### src/dpt_pkg.sv
package dpt_pkg;

  // Configuration register indexes.
  localparam logic [2:0] CFG_CENTER_X     = 3'd0;
  localparam logic [2:0] CFG_CENTER_Y     = 3'd1;
  localparam logic [2:0] CFG_INV_FOCAL_X  = 3'd2;
  localparam logic [2:0] CFG_INV_FOCAL_Y  = 3'd3;
  localparam logic [2:0] CFG_COLOR_ENABLE = 3'd4;

  localparam int CFG_IDX_W  = 3;
  localparam int CFG_DATA_W = 24;

  // Register reset values.
  localparam logic [17:0] CENTER_X_RST    = 18'd80304;
  localparam logic [16:0] CENTER_Y_RST    = 17'd66309;
  localparam logic [23:0] INV_FOCAL_X_RST = 24'd31873;
  localparam logic [23:0] INV_FOCAL_Y_RST = 24'd31873;

  // Width of the low half when a product operand is split in two.
  localparam int SPLIT_W = 17;

  // Wide accumulator widths.
  localparam int Q_W   = 60;
  localparam int ACC_W = 62;

  // Rounding constants: half of the last kept unit.
  localparam logic signed [Q_W-1:0] HALF24   = Q_W'(1) <<< 23;
  localparam logic signed [Q_W-1:0] HALF28   = Q_W'(1) <<< 27;
  localparam logic signed [ACC_W-1:0] HALF28_ACC = ACC_W'(1) <<< 27;

  // Camera translation in Q.8 millimeters.
  localparam int TR_X = -189;
  localparam int TR_Y = 30;
  localparam int TR_Z = 113;

  // Translation folded into the Q.32 to Q.8 rounding add.
  localparam logic signed [Q_W-1:0] P0_BIAS = HALF24 - (Q_W'(TR_X) <<< 24);
  localparam logic signed [Q_W-1:0] P1_BIAS = HALF24 - (Q_W'(TR_Y) <<< 24);

  // Transposed rotation, Q0.24.
  localparam logic signed [24:0] ROT_T [3][3] = '{
    '{ 25'sd15940804,  -25'sd285474,   -25'sd5223432},
    '{ 25'sd312764,     25'sd16774258,  25'sd37731},
    '{ 25'sd5221869,   -25'sd133226,   25'sd15943316}
  };

  // World offset (900, 0, 180) mm in Q.32.
  localparam logic signed [ACC_W-1:0] WORLD_OFF [3] = '{
    62'sd3865470566400, 62'sd0, 62'sd773094113280
  };

  localparam logic signed [33:0] SAT_MAX = 34'sd8388607;
  localparam logic signed [33:0] SAT_MIN = -34'sd8388608;

  typedef struct packed {
    logic [17:0] center_x;
    logic [16:0] center_y;
    logic [23:0] inv_focal_x;
    logic [23:0] inv_focal_y;
    logic        color_enable;
  } cfg_t;

  // Fields that ride along the projection stages.
  typedef struct packed {
    logic               sel;
    logic [19:0]        z0;
    logic signed [24:0] p2;
    logic [7:0]         red;
    logic [7:0]         green;
    logic [7:0]         blue;
  } pass_t;

  // Projection result handed to the rotation stages.
  typedef struct packed {
    pass_t              pass;
    logic signed [30:0] x0;
    logic signed [29:0] y0;
    logic signed [34:0] p0;
    logic signed [33:0] p1;
  } proj_t;

  // Final point and color.
  typedef struct packed {
    logic               sel;
    logic signed [23:0] point_x;
    logic signed [23:0] point_y;
    logic signed [23:0] point_z;
    logic [7:0]         red;
    logic [7:0]         green;
    logic [7:0]         blue;
  } res_t;

  // Clamp to the 24-bit signed output range.
  function automatic logic signed [23:0] sat24(input logic signed [33:0] v);
    logic signed [23:0] r;
    if (v > SAT_MAX) begin
      r = 24'sh7FFFFF;
    end else if (v < SAT_MIN) begin
      r = 24'sh800000;
    end else begin
      r = v[23:0];
    end
    return r;
  endfunction

endpackage

### src/dpt_cfg.sv
module dpt_cfg (
  input  logic                           clk,
  input  logic                           rst_n,
  input  logic                           cfg_we,
  input  logic [dpt_pkg::CFG_IDX_W-1:0]  cfg_index,
  input  logic [dpt_pkg::CFG_DATA_W-1:0] cfg_wdata,
  output dpt_pkg::cfg_t                  cfg
);
  import dpt_pkg::*;

  cfg_t cfg_r;
  cfg_t cfg_nxt;

  // Decode the write; unknown indexes leave everything unchanged.
  always_comb begin
    cfg_nxt = cfg_r;
    if (cfg_we) begin
      case (cfg_index)
        CFG_CENTER_X:     cfg_nxt.center_x     = cfg_wdata[17:0];
        CFG_CENTER_Y:     cfg_nxt.center_y     = cfg_wdata[16:0];
        CFG_INV_FOCAL_X:  cfg_nxt.inv_focal_x  = cfg_wdata;
        CFG_INV_FOCAL_Y:  cfg_nxt.inv_focal_y  = cfg_wdata;
        CFG_COLOR_ENABLE: cfg_nxt.color_enable = cfg_wdata[0];
        default:          cfg_nxt = cfg_r;
      endcase
    end
  end

  always_ff @(posedge clk) begin
    if (!rst_n) begin
      cfg_r.center_x     <= CENTER_X_RST;
      cfg_r.center_y     <= CENTER_Y_RST;
      cfg_r.inv_focal_x  <= INV_FOCAL_X_RST;
      cfg_r.inv_focal_y  <= INV_FOCAL_Y_RST;
      cfg_r.color_enable <= 1'b1;
    end else begin
      cfg_r <= cfg_nxt;
    end
  end

  assign cfg = cfg_r;

endmodule

### config.mk
export PLATFORM = sky130hd
export DESIGN_NAME = dpt_cfg
export DESIGN_NICKNAME = d
export VERILOG_FILES = /design/src/dpt_pkg.sv /design/src/dpt_cfg.sv
export SDC_FILE = /design/constraint.sdc
export NUM_CORES = 1
export LEC_CHECK = 0
export BUFFER_PORTS_ARGS = -buffer_cell sky130_fd_sc_hd__buf_2
export CORE_UTILIZATION = 35
export DETAILED_ROUTE_END_ITERATION = 7
export HOLD_SLACK_MARGIN = 0.02
export PLACE_DENSITY_LB_ADDON = 0.08
export SYNTH_ARGS = -nofsm -noshare
export SYNTH_HDL_FRONTEND = slang
export SYNTH_SLANG_ARGS = --single-unit
### constraint.sdc
create_clock -name clk -period 1.23 [get_ports clk]
set_input_delay 0.0615 -clock clk [delete_from_list [all_inputs] [get_ports clk]]
set_output_delay 0.0615 -clock clk [all_outputs]
set_load 0.005 [all_outputs]
==> flow_summary_export.csv <==
group,metric,value,unit
sta,relSlewSlack,67.8,%
floorplan,die-area,9710,um^2
drt,drc,5,
clock_network,insertion_delay,330,ps
power,pwr-share-seq,51.4,%
synthesis,synth.distinct_cells,14,
floorplan,start_util,36.7,%
power,clkPwrFrac,40.3,%
drt,ant_nets,0,
synthesis,yosysTopAreaCellShare,51.6,%
setup_path,cp_max_fo,4,
synthesis,yosysTopAreaCell,"dfxtp_1",
drt,dr.pass1.iters,8,
final_layout,areaGrowthSynthToFinish,35.2,%
global_route,grt_use_total,15.9,%
clock_network,h-tree-depth,3,
clock_network,post_cts_resized,0,
final_layout,nets,481,
clock_network,cts_tree,"done",
setup_path,slowest_delay,530,ps
synthesis,ys_ff_latch,84,
run,maxCapViolCount,0,
clock_network,clk_pin_slew,80,ps
sta,fin_ws,340,ps
placement,gp_congestion,0.712,
setup_path,crit_cells,4,
final_layout,multi_input_area,1470,um^2
setup_path,cp_top_family,"buffers and inverters",
drt,wl,7570,um
worst_hold_path,holdPathStages,3,
floorplan,core,8890,um^2
drt,drt_iter0_drc,46,
run_status,violations,"DRC",
sta,setup_tns,0,ps
placement,dp_slack,42.1,ps
drt,routed_via_density,4.50,
synthesis,synth_area_leaders,"dfxtp_1, mux2i_1, nand2_1",
sta,hold_viol,0,
floorplan,ios,114,
worst_hold_path,hold_class,"input port to register",
power,power,5.46,mW
sta,fin_worst_skew,0,ps
global_route,grt_max_degree,31,
power,internal-power,4.25,mW
setup_path,slowest_stage,"dlygate4sd3_1",
power,cellPowerDensity,1240,nW/um^2
synthesis,yosysWarnings,0,
setup_path,crit_chain,"dlygate4sd3_1, buf_2, nor2b_1, mux2i_1",
drt,avgRoutedWirePerCell,13.4,um
final_layout,largest_reg_flops,84,
synthesis,synthCells,318,
setup_path,cp-end-kind,"register",
sta,grt_setup_unrepaired,"false",
sta,maxSlewViolCount,0,
final_layout,drive_gt1_share,31.6,%
power,p_leak,2.05,nW
sta,finalSetupViolCount,0,
power,switching_share,22.0,%
power,comb_power_share,8.3,%
sta,max_freq,1120,MHz
clock_network,cts_sinks,84,
setup_path,path_buf_inv,2,
floorplan,die_w,98.5,um
setup_path,crit_arrival,1100,ps
setup_path,rr_worst_depth,2,
placement,postPlaceCellArea,3990,um^2
sta,worst_slew_pin_slew,483,ps
sta,finalCritPeriodShare,72.4,%
floorplan,fp-row-count,34,
global_route,grt_pass1_wl,12200,um
synthesis,synth_area,3260,um^2
global_route,grt_overflow_total,0,
final_layout,fill_cells,875,
global_route,grt_antenna_before_repair,0,
clock_network,cts_buffer_depth,2,
setup_path,start_kind,"input port",
floorplan,fp.dieH,98.5,um
placement,port_buffers,113,
placement,detailed_place_hpwl,5180,um
setup_path,required,1440,ps
synthesis,syn-num-nets,348,
sta,layout_min_cycle_time,890,ps
final_layout,diodes,0,
global_route,grt_pass1_vias,2516,
final_layout,fin_area,4410,um^2
drt,via_count,2533,
clock_network,cts_root_buf,"clkbuf_8",
synthesis,syn_area_per_cell,10.3,um^2
final_layout,final-seq-area,1680,um^2
setup_path,path_class,"input port to register",
power,power.switching,1.20,mW
synthesis,seq_area_frac_synth,51.6,%
power,max-vdd-ir-drop,0.541,mV
run_status,outcome,"complete, but fails checks",
clock_network,numCtsBuffers,9,
## per-stage QoR
stage,hold slack (ps),std cells,utilization [%]
2_1_floorplan,204,318,-
3_3_place_gp,322,528,44.8
3_5_place_dp,331,528,44.8
4_1_cts,35.8,563,49.6
5_1_grt,60.0,563,49.6
6_report,53.4,563,49.6
## area by class of cell
class                      count  area share [%]
sequential                    84            38.1
multi-input combinational    211            33.4
timing repair buffer         145            20.3
clock buffer                  11            3.43
clock inverter                 4            1.65
tap                          108            3.06
## routing by layer
layer	GRT usage (%)	share of wire, %
met1	19.4	45
met2	26.8	48
met3	4.33	6.3
met4	6.20	0.81
met5	0	0
## power groups by stage
stage | Clock (mW) | Sequential, mW | Combinational, mW
CTS | 2.27 | 2.81 | 0.462
global route | 2.36 | 2.81 | 0.501
floorplan | 0 | 2.88 | 0.216
detailed placement | 0 | 2.87 | 0.412
global placement | 0 | 2.87 | 0.406
finish | 2.20 | 2.81 | 0.453
## worst paths after layout
| check | from | to | slack (ps) |
|---|---|---|---|
| max | cfg_wdata[0] | cfg[0]$_SDFFE_PN1P_ | 340 |
| min | cfg_wdata[1] | cfg[2]$_SDFFE_PN0P_ | 50 |
| max reg2reg | cfg[79]$_SDFFE_PN1P_ | cfg[79]$_SDFFE_PN1P_ | 590 |
| min reg2reg | cfg[26]$_SDFFE_PN0P_ | cfg[26]$_SDFFE_PN0P_ | 450 |
## cells by family after synthesis
family	after synthesis	synth area share, %
flip-flops	84	51.6
AND/OR/NAND/NOR	127	19.2
multiplexers	84	25.8
buffers and inverters	23	3.49
## cells in the mapped netlist
cell type	n
and4bb_1	1
buf_4	3
nand2_1	80
dfxtp_1	84
nor4b_1	1
nand4b_1	1
clkbuf_1	10
buf_2	7
buf_6	1
mux2i_1	84
or4b_4	1
nor2b_1	41
and4bb_2	2
buf_1	2
## worst reg2reg max path, cell delays in order, from the launching register on
cell and delay, ps:
dfxtp_1 320, nor2b_1 120, mux2i_1 90
## timing repair
| item | 4_1_cts | 5_1_grt |
|---|---|---|
| setup endpoints to repair | 0 | 0 |
| endpoints found under the hold margin | 45 | 0 |
| setup buffers | 0 | 0 |
| hold buffers | 20 | 0 |
## placed cells by master, fill, tap and decap left out
cell type / Yosys / final
nand2_1: 80 / 80
buf_4: 3 / 10
buf_12: 0 / 3
clkinvlp_4: 0 / 1
dlygate4sd3_1: 0 / 20
dfxtp_1: 84 / 84
or4b_4: 1 / 1
nor2b_1: 41 / 41
and4bb_1: 1 / 1
mux2i_1: 84 / 84
clkbuf_8: 0 / 11
and4bb_2: 2 / 2
clkinv_2: 0 / 1
nor4b_2: 0 / 1
nand4b_1: 1 / 1
buf_2: 7 / 112
bufinv_16: 0 / 2
Note: power is estimated with default switching activity, not from simulation.
